`config.mk`:
```
export PLATFORM = sky130hd
export DESIGN_NAME = sexpr_token_lexer
export DESIGN_NICKNAME = d
export VERILOG_FILES = /design/src/hdl/sxl_pkg.sv /design/src/hdl/sxl_core.sv /design/src/hdl/sxl_resq.sv /design/src/hdl/sexpr_token_lexer.sv
export SDC_FILE = /design/constraint.sdc
export NUM_CORES = 1
export LEC_CHECK = 0
export ABC_AREA = 1
export BUFFER_PORTS_ARGS = -buffer_cell sky130_fd_sc_hd__buf_2
export CAP_MARGIN = 10
export CORE_UTILIZATION = 55
export DETAILED_ROUTE_END_ITERATION = 10
export PLACE_DENSITY = 0.72
export RECOVER_POWER = 100
export SLEW_MARGIN = 30
export SYNTH_ARGS = -nofsm -noshare
export SYNTH_HDL_FRONTEND = slang
export SYNTH_SLANG_ARGS = --single-unit
```
`constraint.sdc`:
```
create_clock -name clk -period 16.3 [get_ports clk]
set_input_delay 2.445 -clock clk [delete_from_list [all_inputs] [get_ports clk]]
set_output_delay 2.445 -clock clk [all_outputs]
set_load 0.005 [all_outputs]
```
`src/hdl/sxl_pkg.sv`:
```
// Shared types and constants for the s-expression token lexer.
// Used by sxl_core, sxl_resq and sexpr_token_lexer; no dependencies.
`timescale 1ns / 1ps

package sxl_pkg;

  localparam int MAX_STRING = 128;
  // string content bytes kept before the string counts as too long
  localparam logic [31:0] STR_KEEP_MAX = 32'(MAX_STRING - 3);

  localparam int QDEPTH = 4;
  localparam int QPTR_W = $clog2(QDEPTH);
  localparam int QCNT_W = $clog2(QDEPTH + 1);

  typedef enum logic [3:0] {
    TK_TEXT     = 4'd0,
    TK_LPAREN   = 4'd1,
    TK_RPAREN   = 4'd2,
    TK_LBRACE   = 4'd3,
    TK_RBRACE   = 4'd4,
    TK_STRING   = 4'd5,
    TK_INT      = 4'd6,
    TK_CHAR     = 4'd7,
    TK_KEYWORD  = 4'd8,
    TK_SYMBOL   = 4'd9,
    TK_ERR_QUOTE = 4'd10,
    TK_ERR_HEX  = 4'd11,
    TK_ERR_DEC  = 4'd12,
    TK_ERR_LONG = 4'd13,
    TK_END      = 4'd14
  } tok_kind_t;

  typedef struct packed {
    tok_kind_t   kind;
    logic [7:0]  text;
    logic [31:0] value;
    logic [7:0]  length;
  } tok_res_t;

  typedef struct packed {
    tok_res_t res;
    logic     last;
  } q_entry_t;

endpackage

```
`src/hdl/sxl_core.sv`:
```
// Lexer state and per-byte step logic: mode machine, atom accumulators,
// string escapes; produces up to two results per step. Uses sxl_pkg.
`timescale 1ns / 1ps

module sxl_core (
  input  logic             clk,
  input  logic             rst_n,
  input  logic             step_en,
  input  logic [7:0]       src_byte,
  input  logic             src_end,
  output logic [1:0]       res_n,
  output sxl_pkg::tok_res_t res_a,
  output sxl_pkg::tok_res_t res_b
);

  localparam logic [7:0] CH_SPACE  = 8'h20;
  localparam logic [7:0] CH_NL     = 8'h0A;
  localparam logic [7:0] CH_TAB    = 8'h09;
  localparam logic [7:0] CH_CR     = 8'h0D;
  localparam logic [7:0] CH_COMMA  = 8'h2C;
  localparam logic [7:0] CH_SEMI   = 8'h3B;
  localparam logic [7:0] CH_QUOTE  = 8'h22;
  localparam logic [7:0] CH_BSLASH = 8'h5C;
  localparam logic [7:0] CH_APOS   = 8'h27;
  localparam logic [7:0] CH_COLON  = 8'h3A;
  localparam logic [7:0] CH_ZERO   = 8'h30;
  localparam logic [7:0] CH_NINE   = 8'h39;
  localparam logic [7:0] CH_X      = 8'h78;
  localparam logic [7:0] CH_N      = 8'h6E;
  localparam logic [7:0] CH_LPAREN = 8'h28;
  localparam logic [7:0] CH_RPAREN = 8'h29;
  localparam logic [7:0] CH_LBRACE = 8'h7B;
  localparam logic [7:0] CH_RBRACE = 8'h7D;

  typedef enum logic [3:0] {
    MODE_IDLE = 4'b0001,
    MODE_ATOM = 4'b0010,
    MODE_STR  = 4'b0100,
    MODE_CMT  = 4'b1000
  } lex_mode_t;

  function automatic sxl_pkg::tok_res_t mk_res(sxl_pkg::tok_kind_t kind, logic [7:0] text,
                                               logic [31:0] value, logic [7:0] length);
    sxl_pkg::tok_res_t r;
    r.kind   = kind;
    r.text   = text;
    r.value  = value;
    r.length = length;
    return r;
  endfunction

  function automatic logic is_blank(logic [7:0] c);
    return (c == CH_SPACE) || (c == CH_NL) || (c == CH_COMMA) ||
           (c == CH_TAB) || (c == CH_CR);
  endfunction

  function automatic logic is_digit(logic [7:0] c);
    return (c >= CH_ZERO) && (c <= CH_NINE);
  endfunction

  // {valid, digit value}
  function automatic logic [4:0] hex_digit(logic [7:0] c);
    logic [4:0] d;
    d = 5'b0;
    if (c >= 8'h30 && c <= 8'h39) d = {1'b1, 4'(c - 8'h30)};
    else if (c >= 8'h41 && c <= 8'h46) d = {1'b1, 4'(c - 8'h37)};
    else if (c >= 8'h61 && c <= 8'h66) d = {1'b1, 4'(c - 8'h57)};
    return d;
  endfunction

  function automatic sxl_pkg::tok_kind_t bracket_kind(logic [7:0] c);
    sxl_pkg::tok_kind_t k;
    k = sxl_pkg::TK_TEXT;
    if (c == CH_LPAREN) k = sxl_pkg::TK_LPAREN;
    else if (c == CH_RPAREN) k = sxl_pkg::TK_RPAREN;
    else if (c == CH_LBRACE) k = sxl_pkg::TK_LBRACE;
    else if (c == CH_RBRACE) k = sxl_pkg::TK_RBRACE;
    return k;
  endfunction

  function automatic logic [7:0] sat_inc(logic [7:0] v);
    return (v == 8'hFF) ? v : v + 8'd1;
  endfunction

  function automatic sxl_pkg::tok_res_t atom_finish(
      logic [7:0] len, logic [7:0] b0, logic [7:0] b1, logic [7:0] b2,
      logic hok, logic dok, logic [31:0] hacc, logic [31:0] dacc);
    sxl_pkg::tok_res_t r;
    if (b0 == CH_ZERO && len >= 8'd2 && b1 == CH_X) begin
      r = hok ? mk_res(sxl_pkg::TK_INT, 8'h00, hacc, len)
              : mk_res(sxl_pkg::TK_ERR_HEX, 8'h00, 32'h0, len);
    end else if (is_digit(b0)) begin
      r = dok ? mk_res(sxl_pkg::TK_INT, 8'h00, dacc, len)
              : mk_res(sxl_pkg::TK_ERR_DEC, 8'h00, 32'h0, len);
    end else if (b0 == CH_APOS && len == 8'd3 && b2 == CH_APOS) begin
      r = mk_res(sxl_pkg::TK_CHAR, b1, 32'h0, len);
    end else if (b0 == CH_COLON) begin
      r = mk_res(sxl_pkg::TK_KEYWORD, 8'h00, 32'h0, len);
    end else begin
      r = mk_res(sxl_pkg::TK_SYMBOL, 8'h00, 32'h0, len);
    end
    return r;
  endfunction

  lex_mode_t   mode_r, mode_nxt;
  logic        esc_r, esc_nxt;
  logic [7:0]  len_r, len_nxt;
  logic [7:0]  b0_r, b0_nxt, b1_r, b1_nxt, b2_r, b2_nxt;
  logic [31:0] hacc_r, hacc_nxt;
  logic [31:0] dacc_r, dacc_nxt;
  logic        hok_r, hok_nxt;
  logic        dok_r, dok_nxt;

  logic                do_take;
  logic                second_put;
  logic [7:0]          esc_char;
  logic [4:0]          hdig;
  sxl_pkg::tok_kind_t  bk;
  sxl_pkg::tok_res_t   fin;

  assign bk  = bracket_kind(src_byte);
  assign fin = atom_finish(len_r, b0_r, b1_r, b2_r, hok_r, dok_r, hacc_r, dacc_r);
  assign hdig = hex_digit(src_byte);

  always_comb begin
    mode_nxt   = mode_r;
    esc_nxt    = esc_r;
    len_nxt    = len_r;
    b0_nxt     = b0_r;
    b1_nxt     = b1_r;
    b2_nxt     = b2_r;
    hacc_nxt   = hacc_r;
    dacc_nxt   = dacc_r;
    hok_nxt    = hok_r;
    dok_nxt    = dok_r;
    res_n      = 2'd0;
    res_a      = mk_res(sxl_pkg::TK_END, 8'h00, 32'h0, 8'h00);
    res_b      = mk_res(sxl_pkg::TK_END, 8'h00, 32'h0, 8'h00);
    do_take    = 1'b0;
    second_put = 1'b0;
    esc_char   = CH_BSLASH;

    if (src_end) begin
      mode_nxt = MODE_IDLE;
      esc_nxt  = 1'b0;
      if (mode_r == MODE_ATOM) begin
        res_a = fin;
        res_n = 2'd2;
      end else if (mode_r == MODE_STR) begin
        res_a = mk_res(sxl_pkg::TK_ERR_QUOTE, 8'h00, 32'h0, len_r);
        res_n = 2'd2;
      end else begin
        res_a = mk_res(sxl_pkg::TK_END, 8'h00, 32'h0, 8'h00);
        res_n = 2'd1;
      end
    end else begin
      unique case (mode_r)
        MODE_IDLE: begin
          if (is_blank(src_byte)) begin
            // skipped
          end else if (src_byte == CH_SEMI) begin
            mode_nxt = MODE_CMT;
          end else if (bk != sxl_pkg::TK_TEXT) begin
            res_a = mk_res(bk, src_byte, 32'h0, 8'd1);
            res_n = 2'd1;
          end else begin
            len_nxt  = 8'd0;
            hacc_nxt = 32'h0;
            hok_nxt  = 1'b1;
            esc_nxt  = 1'b0;
            if (src_byte == CH_QUOTE) begin
              mode_nxt = MODE_STR;
            end else begin
              mode_nxt = MODE_ATOM;
              b0_nxt   = 8'h00;
              b1_nxt   = 8'h00;
              b2_nxt   = 8'h00;
              dacc_nxt = 32'h0;
              dok_nxt  = 1'b1;
              do_take  = 1'b1;
            end
          end
        end
        MODE_CMT: begin
          if (src_byte == CH_NL) mode_nxt = MODE_IDLE;
        end
        MODE_ATOM: begin
          if (is_blank(src_byte)) begin
            mode_nxt = MODE_IDLE;
            res_a    = fin;
            res_n    = 2'd1;
          end else if (bk != sxl_pkg::TK_TEXT) begin
            mode_nxt = MODE_IDLE;
            res_a    = fin;
            res_b    = mk_res(bk, src_byte, 32'h0, 8'd1);
            res_n    = 2'd2;
          end else begin
            do_take = 1'b1;
          end
        end
        MODE_STR: begin
          if (esc_r) begin
            esc_nxt = 1'b0;
            if (src_byte == CH_QUOTE) esc_char = CH_QUOTE;
            else if (src_byte == CH_N) esc_char = CH_NL;
            else begin
              esc_char = CH_BSLASH;
              if (src_byte == CH_BSLASH) esc_nxt = 1'b1;
              else second_put = 1'b1;
            end
            // first put; the second can only succeed if the first did
            if (hacc_r < sxl_pkg::STR_KEEP_MAX) begin
              hacc_nxt = hacc_r + 32'd1;
              len_nxt  = sat_inc(len_r);
              res_a    = mk_res(sxl_pkg::TK_TEXT, esc_char, 32'h0, 8'h00);
              res_n    = 2'd1;
            end else begin
              hok_nxt = 1'b0;
            end
            if (second_put) begin
              if (hacc_nxt < sxl_pkg::STR_KEEP_MAX) begin
                hacc_nxt = hacc_nxt + 32'd1;
                len_nxt  = sat_inc(len_nxt);
                res_b    = mk_res(sxl_pkg::TK_TEXT, src_byte, 32'h0, 8'h00);
                res_n    = 2'd2;
              end else begin
                hok_nxt = 1'b0;
              end
            end
          end else if (src_byte == CH_QUOTE) begin
            mode_nxt = MODE_IDLE;
            res_a    = mk_res(hok_r ? sxl_pkg::TK_STRING : sxl_pkg::TK_ERR_LONG,
                              8'h00, 32'h0, len_r);
            res_n    = 2'd1;
          end else if (src_byte == CH_BSLASH) begin
            esc_nxt = 1'b1;
          end else if (hacc_r < sxl_pkg::STR_KEEP_MAX) begin
            hacc_nxt = hacc_r + 32'd1;
            len_nxt  = sat_inc(len_r);
            res_a    = mk_res(sxl_pkg::TK_TEXT, src_byte, 32'h0, 8'h00);
            res_n    = 2'd1;
          end else begin
            hok_nxt = 1'b0;
          end
        end
        default: begin
          mode_nxt = MODE_IDLE;
        end
      endcase

      if (do_take) begin
        if (len_nxt == 8'd0) b0_nxt = src_byte;
        else if (len_nxt == 8'd1) b1_nxt = src_byte;
        else if (len_nxt == 8'd2) b2_nxt = src_byte;
        if (is_digit(src_byte)) begin
          // x*10 = x*8 + x*2
          dacc_nxt = {dacc_nxt[28:0], 3'b000} + {dacc_nxt[30:0], 1'b0} +
                     {24'h0, src_byte - CH_ZERO};
        end else begin
          dok_nxt = 1'b0;
        end
        if (len_nxt >= 8'd2) begin
          if (hdig[4]) hacc_nxt = {hacc_nxt[27:0], hdig[3:0]};
          else hok_nxt = 1'b0;
        end
        len_nxt = sat_inc(len_nxt);
        res_a   = mk_res(sxl_pkg::TK_TEXT, src_byte, 32'h0, 8'h00);
        res_n   = 2'd1;
      end
    end
  end

  always_ff @(posedge clk) begin
    if (!rst_n) begin
      mode_r <= MODE_IDLE;
      esc_r  <= 1'b0;
      len_r  <= 8'h00;
      b0_r   <= 8'h00;
      b1_r   <= 8'h00;
      b2_r   <= 8'h00;
      hacc_r <= 32'h0;
      dacc_r <= 32'h0;
      hok_r  <= 1'b1;
      dok_r  <= 1'b1;
    end else if (step_en) begin
      mode_r <= mode_nxt;
      esc_r  <= esc_nxt;
      len_r  <= len_nxt;
      b0_r   <= b0_nxt;
      b1_r   <= b1_nxt;
      b2_r   <= b2_nxt;
      hacc_r <= hacc_nxt;
      dacc_r <= dacc_nxt;
      hok_r  <= hok_nxt;
      dok_r  <= dok_nxt;
    end
  end

endmodule

```
`src/hdl/sxl_resq.sv`:
```
// Result queue: takes up to two results per cycle, hands out one per
// transfer. Register-based, QDEPTH entries. Uses sxl_pkg.
`timescale 1ns / 1ps

module sxl_resq (
  input  logic               clk,
  input  logic               rst_n,
  input  logic [1:0]         wr_n,
  input  sxl_pkg::q_entry_t  wr_a,
  input  sxl_pkg::q_entry_t  wr_b,
  output logic               room2,
  output logic               rd_valid,
  input  logic               rd_stall,
  output sxl_pkg::q_entry_t  rd_data
);

  sxl_pkg::q_entry_t                   q_r [sxl_pkg::QDEPTH];
  logic [sxl_pkg::QPTR_W-1:0]          wp_r, wp_nxt, rp_r, rp_nxt;
  logic [sxl_pkg::QCNT_W-1:0]          cnt_r, cnt_nxt;
  logic [sxl_pkg::QPTR_W-1:0]          wp_b;
  logic                                rd;

  assign rd_valid = (cnt_r != '0);
  assign rd       = rd_valid && !rd_stall;
  assign rd_data  = q_r[rp_r];
  assign room2    = (cnt_r <= sxl_pkg::QCNT_W'(sxl_pkg::QDEPTH - 2));
  assign wp_b     = wp_r + sxl_pkg::QPTR_W'(1);

  always_comb begin
    wp_nxt  = wp_r + sxl_pkg::QPTR_W'(wr_n);
    rp_nxt  = rp_r + sxl_pkg::QPTR_W'(rd);
    cnt_nxt = cnt_r + sxl_pkg::QCNT_W'(wr_n) - sxl_pkg::QCNT_W'(rd);
  end

  always_ff @(posedge clk) begin
    if (!rst_n) begin
      wp_r  <= '0;
      rp_r  <= '0;
      cnt_r <= '0;
    end else begin
      wp_r  <= wp_nxt;
      rp_r  <= rp_nxt;
      cnt_r <= cnt_nxt;
    end
  end

  always_ff @(posedge clk) begin
    if (wr_n != 2'd0) q_r[wp_r] <= wr_a;
    if (wr_n == 2'd2) q_r[wp_b] <= wr_b;
  end

endmodule

```
`src/hdl/sexpr_token_lexer.sv`:
```
// Top level of the s-expression token lexer: input register, step logic
// (sxl_core) and result queue (sxl_resq). Uses sxl_pkg.
//
//  channel | direction | ports
//  --------+-----------+--------------------------------------------------
//  in_     | input     | in_source_byte, in_end_of_input
//  out_    | output    | out_token_kind, out_text_byte, out_int_value,
//          |           | out_token_length, out_last_of_run
//
// One source byte per cycle while in_stall is low: the byte is registered,
// then one step of sxl_core makes zero, one or two results from it.
// Results leave one per cycle while out_stall is low, through a four-entry
// queue; a step waits only while fewer than two queue entries are free.
// Reset (rst_n low, synchronous) empties both stages and idles the lexer.
// in_stall rises only when the input register holds a byte and the queue
// is near full; out_stall holds results in the queue.
`timescale 1ns / 1ps

module sexpr_token_lexer (
  input  logic        clk,
  input  logic        rst_n,
  input  logic        in_valid,
  output logic        in_stall,
  input  logic [7:0]  in_source_byte,
  input  logic        in_end_of_input,
  output logic        out_valid,
  input  logic        out_stall,
  output logic [3:0]  out_token_kind,
  output logic [7:0]  out_text_byte,
  output logic signed [31:0] out_int_value,
  output logic [7:0]  out_token_length,
  output logic        out_last_of_run
);

  logic              in_vld_r;
  logic [7:0]        in_byte_r;
  logic              in_end_r;
  logic              room2;
  logic              adv;
  logic              load;
  logic [1:0]        res_n;
  logic [1:0]        wr_n;
  sxl_pkg::tok_res_t res_a, res_b;
  sxl_pkg::q_entry_t wr_a, wr_b, rd_data;

  assign adv      = in_vld_r && room2;
  assign in_stall = in_vld_r && !room2;
  assign load     = !in_stall;

  always_ff @(posedge clk) begin
    if (!rst_n) begin
      in_vld_r <= 1'b0;
    end else if (load) begin
      in_vld_r <= in_valid;
    end
  end

  always_ff @(posedge clk) begin
    if (load && in_valid) begin
      in_byte_r <= in_source_byte;
      in_end_r  <= in_end_of_input;
    end
  end

  sxl_core u_core (
    .clk      (clk),
    .rst_n    (rst_n),
    .step_en  (adv),
    .src_byte (in_byte_r),
    .src_end  (in_end_r),
    .res_n    (res_n),
    .res_a    (res_a),
    .res_b    (res_b)
  );

  assign wr_n      = adv ? res_n : 2'd0;
  assign wr_a.res  = res_a;
  assign wr_a.last = (res_n == 2'd1);
  assign wr_b.res  = res_b;
  assign wr_b.last = 1'b1;

  sxl_resq u_resq (
    .clk      (clk),
    .rst_n    (rst_n),
    .wr_n     (wr_n),
    .wr_a     (wr_a),
    .wr_b     (wr_b),
    .room2    (room2),
    .rd_valid (out_valid),
    .rd_stall (out_stall),
    .rd_data  (rd_data)
  );

  assign out_token_kind   = rd_data.res.kind;
  assign out_text_byte    = rd_data.res.text;
  assign out_int_value    = rd_data.res.value;
  assign out_token_length = rd_data.res.length;
  assign out_last_of_run  = rd_data.last;

endmodule
```
==> reports/results.tsv <==
stage	metric	value	unit
clock_network	Resize count post-CTS	0	
clock_network	setup bufs post-CTS	0	
die	Die ar.	40400	um2
hold_path	Worst Min Path Start	u_core.dacc_r[15]$_SDFFE_PN0P_	
placement	pre-CTS WS	9.77	ns
global_route	largest net degree at the start of global routing	110	
die	row count	72	
clock_network	Reg clk slew, reported paths	0.06	ns
synthesis	largest cells by area after synthesis	dfxtp_1, nand2_1, edfxtp_1	
sta	final setup vio count	0	
synthesis	Synth area leader	dfxtp_1	
synthesis	most used flip-flop cell after synthesis	dfxtp_1	
global_route	Total GRT Usage	0.352	
detailed_routing	# DRC	0	
die	Core Region	38800	um2
sta	FMAX	90.9	MHz
detailed_routing	1st-iter DRT viols	2708	
hold_path	Hold Crit Depth	2	
synthesis	mux contribution to synthesized area	0	
job	max-cap violations	6	
pwr	worst vdd ir	0.0721	mV
detailed_routing	drt total wl	73.0	mm
setup_path	Worst EP required	16.76	ns
synthesis	Post-Synth Adder-Cell Area	0.0524	
sta	crit share post-route	0.675	
layout	diode count	0	
layout	Filler cells	3771	
layout	Nets	3245	
sta	clk_skew	0.0206	ns
global_route	first-pass GRT wire length	115	mm
synthesis	main combinational cell family by area after synthesis	simple AND/OR/NAND/NOR gates	
setup_path	Worst R2R Start	in_byte_r[0]$_DFFE_PP_	
clock_network	Num CTS Buffers	39	
die	Die Y	201	um
synthesis	post-synthesis sequential area ratio	0.333	
global_route	initial antenna violation count	0	
detailed_routing	Via density	6.18	
sta	final setup TNS	0	ns
setup_path	kind of critical path	flop to flop	
sta	Tmin final	11.00	ns
pwr	leakage power	9.83	nW
detailed_routing	Routed Antenna Nets	0	
synthesis	complex-gate fraction of the synthesized area	0.210	
placement	gpl congestion	1.00	
hold_path	hold path endpoint	u_core.dacc_r[15]$_SDFFE_PN0P_	
synthesis	xor and xnor area share after synthesis	0.0185	
synthesis	top-count cell post-synth	nand2_1	
clock_network	CTS sink cnt	332	
setup_path	FF-to-FF path depth	23	
synthesis	Syn Nets	3327	
synthesis	Async SR Flop Fraction	0	
clock_network	Clk Latency, worst-skew pair	0.57	ns
synthesis	simple-gate share of the synthesized area	0.295	
setup_path	Critical Path Start Type	flop	
synthesis	Cell variety after synth	60	
global_route	vias in the first global route	20800	
clock_network	CTS tree	done	
setup_path	R2R Setup Slk	5.30	ns
clock_network	CTS Hold Bufs	0	
detailed_routing	Wirelength per Cell	19.8	um
sta	Slew headroom	-0.998	
outcome	failing checks	max-capacitance violations, max-slew violations	
die	Boundary Pins	68	
sta	Final Max Slew Viols	226	
setup_path	Reg2Reg Capture Point	u_resq.q_r[1][0]$_SDFFE_PP1N_	
sta	setup ws final	5.30	ns
synthesis	Post-synth EDFFs	61	
global_route	global route total overflow	0	
die	chip width	201	um
sta	Final Hold Vio Count	0	
synthesis	Seq cells post-synth	332	
synthesis	post-synth top area share	0.249	
synthesis	Post-Synthesis Cells	3227	
layout	area of the multi-input gates	12400	um2
pwr	pwr/cell area	124	nW/um2
sta	RSZ-0062 raised after global routing	false	
die	initial core utilization	0.561	
placement	PortBufs	67	
synthesis	post-synthesis area per instance	6.75	um2
synthesis	synth cell count leaders	nand2_1, nor2_1, a21oi_1, o21ai_0, dfxtp_1	
detailed_routing	DRT Pass-1 Iters	7	
outcome	status	finished with violations	
detailed_routing	Via Count	22800	
placement	DP Wirelength	47.5	mm
setup_path	crit path DAT	11.46	ns
clock_network	CTS root buf	clkbuf_16	
synthesis	Ys Warns	0	
clock_network	Max Buffers Root-to-Sink	3	
synthesis	Netlist Area Pre-Place	21800	um2
clock_network	H-tree levels	2	
setup_path	Crit Path Max Fanout	84	
layout	area grow syn2layout	5.89	%
layout	Sequential Area	7260	um2
layout	share of cells above drive strength 1	0.0561	
sta	worst slew pin tran	3.00	ns
hold_path	Hold Crit Class	flop to flop	
setup_path	crit end category	flop	
[per-layer routing]
layer / vias up / wire length (um) / global-route usage
met5: - / 0 / 0
met4: 0 / 1970 / 0.120
met3: 125 / 7440 / 0.0610
met2: 1177 / 31700 / 0.538
met1: 10700 / 31900 / 0.500
li1: 10800 / - / -
[critical path: stages, from the launching register on]
cell and delay (ns):
edfxtp_1 0.48, clkinv_1 0.36, ha_1 0.33, inv_1 0.12, nor3_1 0.10, nor2_1 0.13
nand2_1 0.21, nor2_1 0.25, clkinv_1 0.12, nor2_1 0.20, nand2_1 0.70, nor2_8 0.75
clkinvlp_2 1.02, nand2_1 1.98, nor2_1 0.52, inv_1 0.21, nor2_1 0.09, a21oi_1 0.17
nor2_1 0.15, a21oi_1 0.36, inv_4 0.35, nand2_1 0.96, nand2_1 0.80, o21a_1 0.40
[kinds of logic (layout without fill, tap and decap cells)]
kind of cell             after synthesis  after routing
adder cells (fa/ha/maj)               87             87
XOR/XNOR                              46             46
flip-flops                           332            332
AO/OA/AOI/OAI                        820            820
buffers and inverters                481            429
AND/OR/NAND/NOR                     1461           1461
[layout by cell type, fill, tap and decap left out, types with 5 or more instances in the layout]
| master | Yosys | final |
|---|---|---|
| o22ai_1 | 83 | 83 |
| clkbuf_8 | 0 | 7 |
| nor3_1 | 32 | 33 |
| o211ai_1 | 30 | 30 |
| nor2_2 | 10 | 9 |
| nand2_1 | 604 | 609 |
| nand3_1 | 262 | 263 |
| ha_1 | 80 | 80 |
| a32o_1 | 10 | 10 |
| nor2_4 | 13 | 13 |
| o21ai_0 | 273 | 274 |
| nand4_1 | 69 | 69 |
| nor4_1 | 12 | 13 |
| inv_1 | 239 | 243 |
| a31oi_1 | 9 | 9 |
| nand2_2 | 11 | 12 |
| clkbuf_16 | 0 | 40 |
| nand3_2 | 5 | 5 |
| edfxtp_1 | 61 | 61 |
| a211oi_1 | 8 | 8 |
| clkinv_1 | 5 | 7 |
| inv_2 | 22 | 15 |
| clkbuf_2 | 1 | 11 |
| o32ai_1 | 16 | 16 |
| nor2_1 | 422 | 424 |
| xor2_1 | 32 | 32 |
| buf_2 | 43 | 12 |
| a22oi_1 | 5 | 5 |
| dfxtp_1 | 271 | 270 |
| clkbuf_1 | 126 | 57 |
| xnor2_1 | 14 | 14 |
| buf_4 | 11 | 20 |
| fa_1 | 7 | 7 |
| a21boi_0 | 5 | 5 |
| a21oi_1 | 348 | 350 |
[report_power, final]
group	internal [W]	leakage [nW]	switching, W
registers	0.000993	2.77	0.0000840
logic	0.000273	6.44	0.000645
clock network	0.000504	0.614	0.000368
[state kept, by name, indices dropped and copies added (netlist names)]
register and flops:
in_end_r 1, u_core.dok_r 1, u_core.esc_r 1, u_core.b0_r 8, u_core.mode_r 4, u_core.hok_r 1, u_core.b1_r 8, in_byte_r 8
u_core.dacc_r 32, u_resq.rp_r 2, u_resq.cnt_r 3, u_core.b2_r 8, in_vld_r 1, u_resq.q_r 212, u_core.len_r 8, u_resq.wp_r 2
u_core.hacc_r 32
[worst max path at each step]
stage | slack (ns) | cells past startpoint | start | to
after floorplan | 11.15 | 34 | in_byte_r[0]$_DFFE_PP_ | u_core.dacc_r[22]$_SDFFE_PN0P_
after global placement | 10.01 | 25 | in_byte_r[0]$_DFFE_PP_ | u_resq.q_r[3][0]$_SDFFE_PP1N_
after detailed placement | 9.77 | 23 | in_byte_r[0]$_DFFE_PP_ | u_resq.q_r[3][45]$_DFFE_PP_
after CTS | 9.72 | 23 | in_byte_r[0]$_DFFE_PP_ | u_resq.q_r[3][49]$_DFFE_PP_
after global routing | 4.71 | 23 | in_byte_r[0]$_DFFE_PP_ | u_resq.q_r[1][0]$_SDFFE_PP1N_
final | 5.30 | 23 | in_byte_r[0]$_DFFE_PP_ | u_resq.q_r[1][0]$_SDFFE_PP1N_
[layout make-up]
| cell class | count | share of cell area |
|---|---|---|
| multi-input combinational | 2414 | 0.539 |
| sequential | 332 | 0.315 |
| clock buffer | 58 | 0.0494 |
| inverter | 268 | 0.0439 |
| tap | 518 | 0.0281 |
| timing repair buffer | 90 | 0.0195 |
| clock inverter | 13 | 0.00532 |
[through the flow]
stage | utilization | total power, W | instances | area, um2 | hold WS [ns]
CTS | 0.599 | 0.00288 | 3693 | 23300 | 0.463
global placement | 0.567 | 0.00198 | 3622 | 22000 | 0.442
global route | 0.594 | 0.00302 | 3693 | 23100 | 0.477
finish | 0.594 | 0.00287 | 3693 | 23100 | 0.463
detailed placement | 0.567 | 0.00201 | 3622 | 22000 | 0.454
floorplan | - | 0.00172 | 3227 | 21800 | 0.435
(Power assumes the default switching activity.)
